===== src/rtl/lst_pkg.sv =====
// Shared constants and types for the LCD scanline timing block.
`default_nettype none

package lst_pkg;

   // Field widths.
   localparam int ELAPSED_W = 11;
   localparam int SUM_W     = ELAPSED_W + 1;
   localparam int LINE_W    = 8;
   localparam int DATA_W    = 32;
   localparam int ADDR_W    = 4;

   // Line and frame timing.
   localparam logic [ELAPSED_W-1:0] CYCLES_PER_LINE = 11'd1232;
   localparam logic [ELAPSED_W-1:0] HBLANK_START    = 11'd960;
   localparam logic [LINE_W-1:0]    VISIBLE_LINES   = 8'd160;
   localparam logic [LINE_W-1:0]    TOTAL_LINES     = 8'd228;

   // Register indexes (byte address divided by four).
   typedef enum logic [1:0] {
      REG_HBLANK_IRQ_EN = 2'd0,
      REG_VBLANK_IRQ_EN = 2'd1,
      REG_VCOUNT_IRQ_EN = 2'd2,
      REG_VCOUNT_TARGET = 2'd3
   } reg_index_type;

   typedef struct packed {
      logic              hblank_irq_enable;
      logic              vblank_irq_enable;
      logic              vcount_irq_enable;
      logic [LINE_W-1:0] vcount_target;
   } cfg_type;

   typedef struct packed {
      logic [ELAPSED_W-1:0] cycle_count;
      logic [LINE_W-1:0]    line_number;
      logic                 hblank_flag;
      logic                 vblank_flag;
      logic                 match_flag;
   } state_type;

   typedef struct packed {
      logic [LINE_W-1:0] line_count;
      logic              hblank_status;
      logic              vblank_status;
      logic              vcount_match_status;
      logic              hblank_dma_pulse;
      logic              vblank_dma_pulse;
      logic              hblank_irq_pulse;
      logic              vblank_irq_pulse;
      logic              vcount_irq_pulse;
      logic              render_request;
      logic [LINE_W-1:0] render_line;
   } result_type;

endpackage

`default_nettype wire


===== src/rtl/lst_if.sv =====
// Valid/ready channel interfaces for timing ticks and timing results.
`default_nettype none

interface lst_req_if;
   logic                            valid;
   logic                            ready;
   logic [lst_pkg::ELAPSED_W-1:0]   elapsed_cycles;

   modport source (output valid, output elapsed_cycles, input ready);
   modport sink   (input valid, input elapsed_cycles, output ready);
endinterface

interface lst_rsp_if;
   logic                         valid;
   logic                         ready;
   logic [lst_pkg::LINE_W-1:0]   line_count;
   logic                         hblank_status;
   logic                         vblank_status;
   logic                         vcount_match_status;
   logic                         hblank_dma_pulse;
   logic                         vblank_dma_pulse;
   logic                         hblank_irq_pulse;
   logic                         vblank_irq_pulse;
   logic                         vcount_irq_pulse;
   logic                         render_request;
   logic [lst_pkg::LINE_W-1:0]   render_line;

   modport source (output valid, output line_count, output hblank_status,
                   output vblank_status, output vcount_match_status,
                   output hblank_dma_pulse, output vblank_dma_pulse,
                   output hblank_irq_pulse, output vblank_irq_pulse,
                   output vcount_irq_pulse, output render_request,
                   output render_line, input ready);
   modport sink   (input valid, input line_count, input hblank_status,
                   input vblank_status, input vcount_match_status,
                   input hblank_dma_pulse, input vblank_dma_pulse,
                   input hblank_irq_pulse, input vblank_irq_pulse,
                   input vcount_irq_pulse, input render_request,
                   input render_line, output ready);
endinterface

`default_nettype wire


===== src/rtl/lst_csr.sv =====
// APB-style configuration registers for the scanline timing block.
`default_nettype none

module lst_csr (
   input  wire logic                          clock,
   input  wire logic                          reset,
   input  wire logic                          psel,
   input  wire logic                          penable,
   input  wire logic                          pwrite,
   input  wire logic [lst_pkg::ADDR_W-1:0]    paddr,
   input  wire logic [lst_pkg::DATA_W-1:0]    pwdata,
   output      logic [lst_pkg::DATA_W-1:0]    prdata,
   output      logic                          pready,
   output      lst_pkg::cfg_type              cfg
);

   lst_pkg::cfg_type      cfg_ff;
   lst_pkg::cfg_type      cfg_in;
   lst_pkg::reg_index_type reg_sel;
   logic                  wr_en;

   assign pready  = 1'b1;
   assign reg_sel = lst_pkg::reg_index_type'(paddr[3:2]);
   assign wr_en   = psel && penable && pwrite && pready;
   assign cfg     = cfg_ff;

   // Write decode.
   always_comb begin
      cfg_in = cfg_ff;
      if (wr_en) begin
         unique case (reg_sel)
            lst_pkg::REG_HBLANK_IRQ_EN: cfg_in.hblank_irq_enable = pwdata[0];
            lst_pkg::REG_VBLANK_IRQ_EN: cfg_in.vblank_irq_enable = pwdata[0];
            lst_pkg::REG_VCOUNT_IRQ_EN: cfg_in.vcount_irq_enable = pwdata[0];
            lst_pkg::REG_VCOUNT_TARGET:
               cfg_in.vcount_target = pwdata[lst_pkg::LINE_W-1:0];
            default: cfg_in = cfg_ff;
         endcase
      end
   end

   always_ff @(posedge clock) begin
      if (reset) begin
         cfg_ff <= '0;
      end else begin
         cfg_ff <= cfg_in;
      end
   end

   // Read decode.
   always_comb begin
      prdata = '0;
      unique case (reg_sel)
         lst_pkg::REG_HBLANK_IRQ_EN: prdata[0] = cfg_ff.hblank_irq_enable;
         lst_pkg::REG_VBLANK_IRQ_EN: prdata[0] = cfg_ff.vblank_irq_enable;
         lst_pkg::REG_VCOUNT_IRQ_EN: prdata[0] = cfg_ff.vcount_irq_enable;
         lst_pkg::REG_VCOUNT_TARGET:
            prdata[lst_pkg::LINE_W-1:0] = cfg_ff.vcount_target;
         default: prdata = '0;
      endcase
   end

endmodule

`default_nettype wire


===== src/rtl/lst_step.sv =====
// Next-state and result logic for one timing tick.
`default_nettype none

module lst_step (
   input  wire logic [lst_pkg::ELAPSED_W-1:0] elapsed_cycles,
   input  wire lst_pkg::state_type            state,
   input  wire lst_pkg::cfg_type              cfg,
   output      lst_pkg::state_type            state_next,
   output      lst_pkg::result_type           result
);

   logic [lst_pkg::ELAPSED_W-1:0] add;
   logic [lst_pkg::SUM_W-1:0]     now;
   logic [lst_pkg::SUM_W-1:0]     wrapped;
   logic [lst_pkg::LINE_W:0]      line_inc;
   logic [lst_pkg::LINE_W-1:0]    line_new;
   logic                          visible;
   logic                          hstart;
   logic                          line_end;
   logic                          vis_new;
   logic                          match_new;

   // Clamp the tick to one line and advance the cycle counter.
   assign add = (elapsed_cycles > lst_pkg::CYCLES_PER_LINE) ?
                lst_pkg::CYCLES_PER_LINE : elapsed_cycles;
   assign now = {1'b0, state.cycle_count} + {1'b0, add};
   assign wrapped = now - {1'b0, lst_pkg::CYCLES_PER_LINE};

   // Horizontal events.
   assign visible  = state.line_number < lst_pkg::VISIBLE_LINES;
   assign hstart   = (state.cycle_count < lst_pkg::HBLANK_START) &&
                     (now >= {1'b0, lst_pkg::HBLANK_START}) && visible;
   assign line_end = now >= {1'b0, lst_pkg::CYCLES_PER_LINE};

   // Line advance with wrap at the end of the frame.
   assign line_inc  = {1'b0, state.line_number} + 9'd1;
   assign line_new  = (line_inc >= {1'b0, lst_pkg::TOTAL_LINES}) ?
                      '0 : line_inc[lst_pkg::LINE_W-1:0];
   assign vis_new   = line_new >= lst_pkg::VISIBLE_LINES;
   assign match_new = line_new == cfg.vcount_target;

   // Assemble the new state and the result.
   always_comb begin
      state_next = state;
      result     = '0;

      result.hblank_dma_pulse = hstart;
      result.hblank_irq_pulse = hstart && cfg.hblank_irq_enable;
      state_next.hblank_flag  = hstart ? 1'b1 : state.hblank_flag;
      state_next.cycle_count  = now[lst_pkg::ELAPSED_W-1:0];

      if (line_end) begin
         state_next.cycle_count  = wrapped[lst_pkg::ELAPSED_W-1:0];
         state_next.hblank_flag  = 1'b0;
         result.render_request   = visible;
         result.render_line      = visible ? state.line_number : '0;
         state_next.line_number  = line_new;
         result.vblank_dma_pulse = vis_new && !state.vblank_flag;
         result.vblank_irq_pulse = vis_new && !state.vblank_flag &&
                                   cfg.vblank_irq_enable;
         state_next.vblank_flag  = vis_new;
         state_next.match_flag   = match_new;
         result.vcount_irq_pulse = match_new && cfg.vcount_irq_enable;
      end

      result.line_count          = state_next.line_number;
      result.hblank_status       = state_next.hblank_flag;
      result.vblank_status       = state_next.vblank_flag;
      result.vcount_match_status = state_next.match_flag;
   end

endmodule

`default_nettype wire


===== src/rtl/lcd_scanline_timing.sv =====
// Top level of the LCD scanline timing generator.
//
//  Channel   Direction  Handshake               Contents
//  req_chan  in         valid/ready             elapsed_cycles
//  rsp_chan  out        valid/ready             line, flags, pulses, render
//  csr (APB) in         psel/penable, pready=1  four config registers
//
// One tick is accepted every cycle while the result side keeps up. Its result is
// loaded from the input register into the result register, and transfers out from there.
// A tick sits in an input register, then one pass of adder, compares and
// flag logic updates the timing state and loads the result register.
// Reset clears the timing state, config registers and both valid bits.
// A stalled result holds the pipeline; an empty input register takes one more
// tick, and after that req_chan.ready stays low until the result transfers.
`default_nettype none

module lcd_scanline_timing (
   input  wire logic                          clock,
   input  wire logic                          reset,
   lst_req_if.sink                            req_chan,
   lst_rsp_if.source                          rsp_chan,
   input  wire logic                          psel,
   input  wire logic                          penable,
   input  wire logic                          pwrite,
   input  wire logic [lst_pkg::ADDR_W-1:0]    paddr,
   input  wire logic [lst_pkg::DATA_W-1:0]    pwdata,
   output      logic [lst_pkg::DATA_W-1:0]    prdata,
   output      logic                          pready
);

   lst_pkg::cfg_type               cfg;
   lst_pkg::state_type             state_ff;
   lst_pkg::state_type             state_in;
   lst_pkg::result_type            result_ff;
   lst_pkg::result_type            result_in;
   logic                           in_valid_ff;
   logic [lst_pkg::ELAPSED_W-1:0]  in_elapsed_ff;
   logic                           rsp_valid_ff;
   logic                           rsp_load;
   logic                           req_take;

   // Configuration registers.
   lst_csr u_csr (
      .clock   (clock),
      .reset   (reset),
      .psel    (psel),
      .penable (penable),
      .pwrite  (pwrite),
      .paddr   (paddr),
      .pwdata  (pwdata),
      .prdata  (prdata),
      .pready  (pready),
      .cfg     (cfg)
   );

   // Per-tick timing update.
   lst_step u_step (
      .elapsed_cycles (in_elapsed_ff),
      .state          (state_ff),
      .cfg            (cfg),
      .state_next     (state_in),
      .result         (result_in)
   );

   // Flow control between the input and result registers.
   assign rsp_load       = in_valid_ff && (!rsp_valid_ff || rsp_chan.ready);
   assign req_chan.ready = !in_valid_ff || rsp_load;
   assign req_take       = req_chan.valid && req_chan.ready;

   always_ff @(posedge clock) begin
      if (reset) begin
         in_valid_ff  <= 1'b0;
         rsp_valid_ff <= 1'b0;
         state_ff     <= '0;
      end else begin
         if (req_chan.ready) begin
            in_valid_ff <= req_chan.valid;
         end
         if (rsp_load) begin
            rsp_valid_ff <= 1'b1;
            state_ff     <= state_in;
         end else if (rsp_chan.ready) begin
            rsp_valid_ff <= 1'b0;
         end
      end
   end

   // Payload registers.
   always_ff @(posedge clock) begin
      if (req_take) begin
         in_elapsed_ff <= req_chan.elapsed_cycles;
      end
      if (rsp_load) begin
         result_ff <= result_in;
      end
   end

   // Result channel outputs.
   assign rsp_chan.valid               = rsp_valid_ff;
   assign rsp_chan.line_count          = result_ff.line_count;
   assign rsp_chan.hblank_status       = result_ff.hblank_status;
   assign rsp_chan.vblank_status       = result_ff.vblank_status;
   assign rsp_chan.vcount_match_status = result_ff.vcount_match_status;
   assign rsp_chan.hblank_dma_pulse    = result_ff.hblank_dma_pulse;
   assign rsp_chan.vblank_dma_pulse    = result_ff.vblank_dma_pulse;
   assign rsp_chan.hblank_irq_pulse    = result_ff.hblank_irq_pulse;
   assign rsp_chan.vblank_irq_pulse    = result_ff.vblank_irq_pulse;
   assign rsp_chan.vcount_irq_pulse    = result_ff.vcount_irq_pulse;
   assign rsp_chan.render_request      = result_ff.render_request;
   assign rsp_chan.render_line         = result_ff.render_line;

endmodule

`default_nettype wire


===== src/flat_wrapper.sv =====
// flat-port wrapper written by rule: the top's interface ports become plain ports
module lcd_scanline_timing_flat 
  (clock, reset, psel, penable, pwrite, paddr, pwdata, prdata, pready, req_chan_valid, req_chan_elapsed_cycles, req_chan_ready, rsp_chan_valid, rsp_chan_line_count, rsp_chan_hblank_status, rsp_chan_vblank_status, rsp_chan_vcount_match_status, rsp_chan_hblank_dma_pulse, rsp_chan_vblank_dma_pulse, rsp_chan_hblank_irq_pulse, rsp_chan_vblank_irq_pulse, rsp_chan_vcount_irq_pulse, rsp_chan_render_request, rsp_chan_render_line, rsp_chan_ready);
  lst_req_if req_chan_i ();
  lst_rsp_if rsp_chan_i ();
  input  wire logic clock;
  input  wire logic reset;
  input  wire logic psel;
  input  wire logic penable;
  input  wire logic pwrite;
  input  wire logic [lst_pkg::ADDR_W-1:0] paddr;
  input  wire logic [lst_pkg::DATA_W-1:0] pwdata;
  output      logic [lst_pkg::DATA_W-1:0] prdata;
  output      logic pready;
  input wire logic [$bits(req_chan_i.valid)-1:0] req_chan_valid;
  input wire logic [$bits(req_chan_i.elapsed_cycles)-1:0] req_chan_elapsed_cycles;
  output wire logic [$bits(req_chan_i.ready)-1:0] req_chan_ready;
  output wire logic [$bits(rsp_chan_i.valid)-1:0] rsp_chan_valid;
  output wire logic [$bits(rsp_chan_i.line_count)-1:0] rsp_chan_line_count;
  output wire logic [$bits(rsp_chan_i.hblank_status)-1:0] rsp_chan_hblank_status;
  output wire logic [$bits(rsp_chan_i.vblank_status)-1:0] rsp_chan_vblank_status;
  output wire logic [$bits(rsp_chan_i.vcount_match_status)-1:0] rsp_chan_vcount_match_status;
  output wire logic [$bits(rsp_chan_i.hblank_dma_pulse)-1:0] rsp_chan_hblank_dma_pulse;
  output wire logic [$bits(rsp_chan_i.vblank_dma_pulse)-1:0] rsp_chan_vblank_dma_pulse;
  output wire logic [$bits(rsp_chan_i.hblank_irq_pulse)-1:0] rsp_chan_hblank_irq_pulse;
  output wire logic [$bits(rsp_chan_i.vblank_irq_pulse)-1:0] rsp_chan_vblank_irq_pulse;
  output wire logic [$bits(rsp_chan_i.vcount_irq_pulse)-1:0] rsp_chan_vcount_irq_pulse;
  output wire logic [$bits(rsp_chan_i.render_request)-1:0] rsp_chan_render_request;
  output wire logic [$bits(rsp_chan_i.render_line)-1:0] rsp_chan_render_line;
  input wire logic [$bits(rsp_chan_i.ready)-1:0] rsp_chan_ready;
  assign req_chan_i.valid = req_chan_valid;
  assign req_chan_i.elapsed_cycles = req_chan_elapsed_cycles;
  assign req_chan_ready = req_chan_i.ready;
  assign rsp_chan_valid = rsp_chan_i.valid;
  assign rsp_chan_line_count = rsp_chan_i.line_count;
  assign rsp_chan_hblank_status = rsp_chan_i.hblank_status;
  assign rsp_chan_vblank_status = rsp_chan_i.vblank_status;
  assign rsp_chan_vcount_match_status = rsp_chan_i.vcount_match_status;
  assign rsp_chan_hblank_dma_pulse = rsp_chan_i.hblank_dma_pulse;
  assign rsp_chan_vblank_dma_pulse = rsp_chan_i.vblank_dma_pulse;
  assign rsp_chan_hblank_irq_pulse = rsp_chan_i.hblank_irq_pulse;
  assign rsp_chan_vblank_irq_pulse = rsp_chan_i.vblank_irq_pulse;
  assign rsp_chan_vcount_irq_pulse = rsp_chan_i.vcount_irq_pulse;
  assign rsp_chan_render_request = rsp_chan_i.render_request;
  assign rsp_chan_render_line = rsp_chan_i.render_line;
  assign rsp_chan_i.ready = rsp_chan_ready;
  lcd_scanline_timing u_core (.clock(clock), .reset(reset), .req_chan(req_chan_i), .rsp_chan(rsp_chan_i), .psel(psel), .penable(penable), .pwrite(pwrite), .paddr(paddr), .pwdata(pwdata), .prdata(prdata), .pready(pready));
endmodule

===== config.mk =====
export PLATFORM = sky130hd
export DESIGN_NAME = lcd_scanline_timing_flat
export DESIGN_NICKNAME = d
export VERILOG_FILES = /design/src/rtl/lst_pkg.sv /design/src/rtl/lst_if.sv /design/src/rtl/lst_csr.sv /design/src/rtl/lst_step.sv /design/src/rtl/lcd_scanline_timing.sv /design/src/flat_wrapper.sv
export SDC_FILE = /design/constraint.sdc
export NUM_CORES = 1
export LEC_CHECK = 0
export BUFFER_PORTS_ARGS = -buffer_cell sky130_fd_sc_hd__buf_2
export CORE_MARGIN = 2
export CORE_UTILIZATION = 40
export CTS_CLUSTER_DIAMETER = 40
export DETAILED_ROUTE_END_ITERATION = 12
export SYNTH_ARGS = -nofsm -noshare
export SYNTH_HDL_FRONTEND = slang
export SYNTH_SLANG_ARGS = --single-unit

===== constraint.sdc =====
create_clock -name clock -period 9.97 [get_ports clock]
set_input_delay 1.994 -clock clock [delete_from_list [all_inputs] [get_ports clock]]
set_output_delay 1.994 -clock clock [all_outputs]
set_load 0.01 [all_outputs]

==> results of run 1 <==
## per-stage QoR
step,setup WS [ns],power (mW)
4_1_cts,3.28,0.920
6_report,3.39,0.918
3_5_place_dp,3.33,0.563
2_1_floorplan,5.04,0.518
5_1_grt,2.65,0.965
3_3_place_gp,3.39,0.558
## power breakdown
group          internal, mW  total, mW  switching (mW)
sequential            0.325      0.335          0.0105
clock                 0.223      0.359           0.137
combinational        0.0825      0.223           0.141
total                 0.630      0.918           0.288
## sequential cells by signal, indices dropped and copies added, names as in the netlist, 8 cells and up
name,flops
u_core.in_elapsed_ff,11
u_core.rsp_chan.line_count,8
u_core.rsp_chan.render_line,8
u_core.state_ff,22
u_core.u_csr.cfg,11
## how the worst min path moves through the flow
stage / from / slack [ns] / cells after the start / end
floorplan: u_core.state_ff[11]$_SDFFE_PP0P_ / 0.44 / 2 / u_core.state_ff[11]$_SDFFE_PP0P_
detailed placement: u_core.state_ff[13]$_SDFFE_PP0P_ / 0.45 / 2 / u_core.state_ff[13]$_SDFFE_PP0P_
CTS: u_core.state_ff[11]$_SDFFE_PP0P_ / 0.46 / 2 / u_core.state_ff[11]$_SDFFE_PP0P_
global placement: u_core.state_ff[11]$_SDFFE_PP0P_ / 0.45 / 2 / u_core.state_ff[11]$_SDFFE_PP0P_
finish: u_core.state_ff[11]$_SDFFE_PP0P_ / 0.46 / 2 / u_core.state_ff[11]$_SDFFE_PP0P_
global route: u_core.state_ff[11]$_SDFFE_PP0P_ / 0.50 / 2 / u_core.state_ff[11]$_SDFFE_PP0P_
## routing by layer
metal	vias up	share of wire, %	track usage [%]
met5	-	0	0
met4	0	2.2	6.42
met2	122	43	25.7
li1	1888	-	-
met3	18	5.1	3.55
met1	1807	50	25.0
## layout make-up
type	instances	area [µm²]	share of cell area, %
multi-input cells	376	2560	49.1
well taps	143	179	3.43
clock inverters	7	103	1.97
repair buffers	64	325	6.24
clock buffers	9	225	4.32
flip-flops and latches	71	1780	34.2
inverters	11	41.3	0.792
## critical path, cell delays in order, from the launching register on
cell and delay (ns):
edfxtp_1 0.38, or4_1 0.54, a21oi_1 0.19, nor2_1 0.08
o31ai_1 0.66, nand2_1 0.24, inv_1 0.10, ha_1 0.25
a211oi_1 0.30, nor4b_1 0.10, a311oi_1 0.59, ha_1 0.26
nand2_1 0.05, nor3_1 0.12, o21ai_0 0.19, a2111oi_0 0.80
nor4_4 0.04, buf_4 0.25, nor2_1 0.79, mux2_2 0.42
## cells by family after synthesis
group	after synthesis	synth area share, %
simple gates	168	20.4
compound gates	140	21.4
flops	71	38.7
buf+inv	66	7.83
fa+ha+maj	17	4.78
mux	17	4.13
xor+xnor	9	2.61
other cells	2	0.163
## Yosys cell counts (all sizes together) (8+ instances only)
master  number
and3        17
nand2b       8
and2        11
inv         11
nor3        11
buf         35
ha          16
a21oi       29
mux2i       10
edfxtp      36
o21a         8
nand2       26
o21ai       21
clkbuf      20
dfxtp       35
o31ai       17
nor2        35
nand3b      10
==> metrics.md, run 1 <==
| Metric | Value |
|---|---|
| Slew Limit Fails | `0` |
| RSZ-0062 raised after global routing | `false` |
| CTS Buf Count | `9` |
| Wire length per cell | `roughly 16 µm` |
| Cell row count | `39` |
| Post-CTS Hold Buffers | `0` |
| WHS | `approximately 0.46 ns` |
| Maximum fanout along the worst path | `29` |
| Final setup TNS | `0 ns` |
| RD Place Congestion | `~0.86` |
| Commonest non-fill, non-tap cell in the layout | `buf_2` |
| Syn Inst Count | `490` |
| Startpoint types | `register` |
| Highest clock rate | `152 MHz` |
| Synth Register Bits | `71` |
| Synth warn | `0` |
| Layout cells sized above 1 | `about 18%` |
| Worst VDD drop | `0.0878 mV` |
| Clock tree from TritonCTS | `built` |
| Maxcap violations | `0` |
| Initial antenna violation count | `0` |
| Detail Route Antenna Nets | `0` |
| Final net count | `604` |
| Status | `completed` |
| Largest net degree at the start of global routing | `between 40 and 50` |
| Min Tclk post-route | `6.58 ns` |
| Fin util | `a little under half` |
| Least-Margin Pin Slew | `0.996 ns` |
| Die width | `approximately 110 µm` |
| WP data required | `just over 10 ns` |
| Post-Syn Area | `between 0.004 and 0.005 mm²` |
| Antenna cells | `0` |
| Post-synth ARST share | `0%` |
| Initial Utilization | `~40%` |
| Final instance area | `between 0.005 and 0.006 mm²` |
| Seq/Total Area, Yosys | `38.7%` |
| Top cell type's share of synthesized area | `approximately a quarter` |
| Post-CTS setup repair buffer count | `0` |
| Post-CTS sizing | `0` |
| Crit Path Class | `reg2reg` |
| DP HPWL | `7480 µm` |
| Reg-to-reg endpoint | `u_core.rsp_chan.line_count[1]$_DFFE_PP_` |
| Initial DRC count | `193` |
| LEAKAGE | `2.12 nW` |
| Total track usage | `around 17%` |
| Synth top area cells | `edfxtp_1, dfxtp_1, ha_1` |
| Vias in the first global route | `about 3600` |
| H-Tree Depth | `3` |
| Gr ovfl total | `0` |
| Tcrit/Tclk final | `approximately two thirds` |
| Top Ports | `around 110` |
| Drt pass-1 iters | `5` |
| # fillers | `around 1100` |
| Post-synth EDFFs | `36` |
| Via density | `approximately 5.6` |
| Netlist cell types | `73` |
| Clk buf depth | `2` |
| Pwr/cell area | `176 mW/mm²` |
| Area of placed instances | `about 0.0049 mm²` |
| Routed Wire Length | `between 10000 and 15000 µm` |
| Register-to-register setup slack | `3.39 ns` |
| Rel. slew slack | `33.3%` |
| Worst-Skew Late Latency | `between 0.3 and 0.4 ns` |
| Critical path startpoint | `u_core.in_elapsed_ff[0]$_DFFE_PP_` |
| Area delta synth->final | `13.2%` |
| Final setup violation count | `0` |
| Most frequent cells in the layout | `buf_2, edfxtp_1, nor2_1, dfxtp_1, a21oi_1` |
| Die area | `between 0.01 and 0.015 mm²` |
| DR vias | `3835` |
| Placed cell count | `about 670` |
| Hold Vio Cnt, Final | `0` |
| Syn avg cell area | `roughly 9.4 µm²` |
| Worst setup path endpoint | `u_core.rsp_chan.line_count[1]$_DFFE_PP_` |
| Die Span Y | `about 110 µm` |
| Crit path DAT | `between 6 and 7 ns` |
| Global-route wire length before repair | `between 15000 and 20000 µm` |
| R2R depth | `19` |
| Cell taking the most area after synthesis | `edfxtp_1` |
| Clock skew | `between 0.006 and 0.007 ns` |
| IO buf count | `between 60 and 70` |
| # clock sinks | `71` |
| Worst min path class | `reg2reg` |
| Nature of the critical path endpoint | `register` |
| Primary FF master, synth | `edfxtp_1` |
| Worst R2R Start | `u_core.in_elapsed_ff[0]$_DFFE_PP_` |
| Root Buffer | `clkbuf_16` |
| Clk pin slew, worst setup/hold paths | `~0.060 ns` |
| Drc violations | `0` |
| Post-route insts no fill | `~700` |
| Core area | `~0.011 mm²` |
No activity file was read; power rests on OpenSTA's default activity.
==> run 2, diff against run 1 <==
ABC_AREA = 1   (was default)
clock period = 6.8 ns   (was 9.97 ns; I/O delays follow)
==> run 2 against run 1 <==
  * Register-to-register slack lost 1.3 ns
  * Largest power group is now registers
  * Cell count grew 14%
  * Wire length shrank 13%
  * Sequential share of layout area grew 1.5 points
  * Non-clock buffer count shrank 1
  * Setup slack lost 1.3 ns
  * Via count shrank 6.5%
  * Final area shrank 4.2%
  * Worst hold slack gained 0.030 ns
  * Global-route usage shrank 1.4 points
==> metrics.md, run 2 <==
| Metric | Value |
|---|---|
| Status | `completed` |
| Maximum fanout along the worst path | `31 (+6.9%)` |
| Placed cell count | `758 (+14%)` |
| Routed Wire Length | `9220 µm (-13%)` |
| RSZ-0062 raised after global routing | `false` |
| Post-route insts no fill | `774 (+14%)` |
| Primary FF master, synth | `edfxtp_1` |
| Rel. slew slack | `40.2% (+6.8 points)` |
| CTS Buf Count | `9 (unchanged)` |
| Drc violations | `0 (unchanged)` |
| Count leader, synth | `inv_1` |
| Netlist cell types | `43 (-41%)` |
| Slew Limit Fails | `0 (unchanged)` |
| Least-Margin Pin Slew | `0.896 ns (-0.101 ns)` |
| Top Ports | `114 (unchanged)` |
| Fin util | `46.0% (about the same)` |
| Post-CTS Hold Buffers | `0 (unchanged)` |
| Core area | `0.0108 mm² (-4.2%)` |
| Die width | `110 µm (-1.5%)` |
| Crit Path Class | `reg2reg` |
| IO buf count | `62 (unchanged)` |
| Total power | `1.22 mW (+33%)` |
| Commonest cells post-synth | `inv_1, nand2_1, nor2_1` |
| DP HPWL | `7220 µm (-3.5%)` |
| Final setup TNS | `0 ns (unchanged)` |
| LEAKAGE | `2.47 nW (+16%)` |
| Maxcap violations | `0 (unchanged)` |
| Hold Vio Cnt, Final | `0 (unchanged)` |
| Startpoint types | `register` |
| Cell row count | `38 (-2.6%)` |
| Worst-path cell chain | `o41ai_1, a211oi_1, o21ai_0, inv_1, or2_2, ha_1, nand2_1, nand2_2, inv_1, nand2_1, a21oi_1, xor2_1, ha_1, nand4_1, nor2_1, nand2_2, nor2_2, nand3_2, nand3_4, nand2_2, nor2_1` |
| Crit-path max cell delay | `0.41 ns (-0.39 ns)` |
| Worst-Skew Late Latency | `0.35 ns (about the same)` |
| Clock skew | `0.0123 ns (+0.00537 ns)` |
| Tcrit/Tclk final | `70.0% (+4.0 points)` |
| # fillers | `1105 (-1.3%)` |
| Sequential cell area | `0.00178 mm² (unchanged)` |
| Top cell type's share of synthesized area | `24.2% (+0.74 points)` |
| # clock sinks | `71 (unchanged)` |
| Detail Route Antenna Nets | `0 (unchanged)` |
| Initial antenna violation count | `0 (unchanged)` |
| Largest net degree at the start of global routing | `32 (-22%)` |
| Top Family by Delay on Critical Path | `simple AND/OR/NAND/NOR gates` |
| DR vias | `3587 (-6.5%)` |
| Final net count | `700 (+16%)` |
| Synth top area cells | `edfxtp_1, dfxtp_1, inv_1` |
| Register-to-register setup slack | `2.04 ns (-1.35 ns)` |
| Synth warn | `0 (unchanged)` |
| RD Place Congestion | `0.846 (-1.6%)` |
| Initial DRC count | `171 (-11%)` |
| Post-Syn Area | `0.00446 mm² (-3.0%)` |
| Top reg by flops | `u_core.state_ff` |
| H-Tree Depth | `3 (unchanged)` |
| Worst VDD drop | `0.106 mV (+21%)` |
| Clk pin slew, worst setup/hold paths | `0.08 ns (+0.02 ns)` |
| Total track usage | `15.9% (-1.4 points)` |
| Area delta synth->final | `11.8%` |
| Die Span Y | `110 µm (-1.5%)` |
| Nature of the critical path endpoint | `register` |
| Initial Utilization | `41.2% (+0.51 points)` |
| Post-synth ARST share | `0% (unchanged)` |
| Via density | `4.63 (-18%)` |
| Crit path buf inv count | `2 (unchanged)` |
| Post-CTS sizing | `0 (unchanged)` |
| Drt pass-1 iters | `4 (-1)` |
| Max reg flops | `22 (unchanged)` |
| Layout cells sized above 1 | `22.2% (+4.2 points)` |
| Slowest CP cell | `xor2_1` |
| Seq/Total Area, Yosys | `39.9% (+1.2 points)` |
| Vias in the first global route | `3343 (-5.9%)` |
| Gr ovfl total | `0 (unchanged)` |
| Post-synth EDFFs | `36 (unchanged)` |
| Root Buffer | `clkbuf_8` |
| WHS | `0.492 ns (+0.0297 ns)` |
| Commonest non-fill, non-tap cell in the layout | `inv_1` |
| Wire length per cell | `11.9 µm (-23%)` |
| Post-CTS setup repair buffer count | `0 (unchanged)` |
| Antenna cells | `0 (unchanged)` |
| Clk buf depth | `2 (unchanged)` |
| Min Tclk post-route | `4.76 ns (-1.82 ns)` |
| Global-route wire length before repair | `14900 µm (-16%)` |
| Syn Inst Count | `570 (+16%)` |
| Multi-input gate area | `0.00209 mm² (-18%)` |
| Most frequent cells in the layout | `inv_1, nand2_1, buf_2, nor2_1, edfxtp_1` |
| Worst min path class | `reg2reg` |
| Cell taking the most area after synthesis | `edfxtp_1` |
| Syn avg cell area | `7.83 µm² (-17%)` |
| Crit path top cell by count | `nand2_2` |
| Pwr/cell area | `244 mW/mm² (+39%)` |
| Crit path DAT | `4.96 ns (-1.71 ns)` |
| Clock tree from TritonCTS | `built` |
| Synth Register Bits | `71 (unchanged)` |
| WP data required | `7.00 ns (-3.06 ns)` |
| Highest clock rate | `210 MHz (+38%)` |
| Die area | `0.0120 mm² (-2.9%)` |
| Final setup violation count | `0 (unchanged)` |
run 2: cell types whose count changed in the layout (fill, tap and decap cells not counted), moves of 11 or more:
cell / previous run / this run
and2_1: 11 / 0
and3_1: 17 / 0
inv_1: 11 / 101
o21ai_1: 2 / 15
nor2_1: 35 / 51
nand2_2: 0 / 23
nand2_1: 26 / 98
nand3_1: 7 / 31
o31ai_1: 17 / 0
run 2: power breakdown:
group / leakage [nW] / switching [mW] / internal [mW]
Sequential: 0.633 / 0.0166 / 0.485
Combinational: 1.72 / 0.223 / 0.109
Clock: 0.117 / 0.165 / 0.219
run 2: kinds of logic (layout without fill, tap and decap cells):
group	after synthesis	after routing	share of synthesized area, %
compound gates	87	87	11.7
buf+inv	142	183	15.1
fa+ha+maj	17	17	4.93
xor+xnor	7	7	1.37
simple gates	244	244	26.9
flops	71	71	39.9
other cells	2	25	0.168
run 2: layout make-up:
cell class,count,area share (%)
Clock buffer,10,2.76
Timing Repair Buffer,63,6.37
Multi-Input combinational cell,380,42.0
Sequential cell,71,35.7
Inverter,104,7.87
Clock inverter,6,1.83
Tap cell,140,3.51
run 2: worst min-delay path, delay by kind of cell, from the launching register on:
family,cells,cell delay (ns)
compound gates,1,0.05
flops,1,0.33
simple gates,1,0.06
run 2: stage by stage:
stage          setup WS (ns)  cell area, µm²
5_1_grt                 1.61            4990
4_1_cts                 2.04            4990
3_3_place_gp            2.09            4760
2_1_floorplan           2.91            4550
6_report                2.04            4990
3_5_place_dp            2.09            4760
run 2: per-layer routing:
layer	part of all wire, %	global-route usage (%)	up-vias
met5	0	0	-
met4	2.2	6.60	0
met2	51	28.2	50
li1	-	-	1894
met1	44	18.6	1627
met3	3.2	3.26	16
run 2: worst paths after layout:
check	depth (start not counted)	startpoint	to
worst min-delay path	2	u_core.state_ff[16]$_SDFFE_PP0P_	u_core.state_ff[16]$_SDFFE_PP0P_
worst max-delay path	21	u_core.in_elapsed_ff[0]$_DFFE_PP_	u_core.rsp_chan.render_line[0]$_SDFFCE_PN0P_
worst min register to register	2	u_core.state_ff[16]$_SDFFE_PP0P_	u_core.state_ff[16]$_SDFFE_PP0P_
worst max register to register	21	u_core.in_elapsed_ff[0]$_DFFE_PP_	u_core.rsp_chan.render_line[0]$_SDFFCE_PN0P_
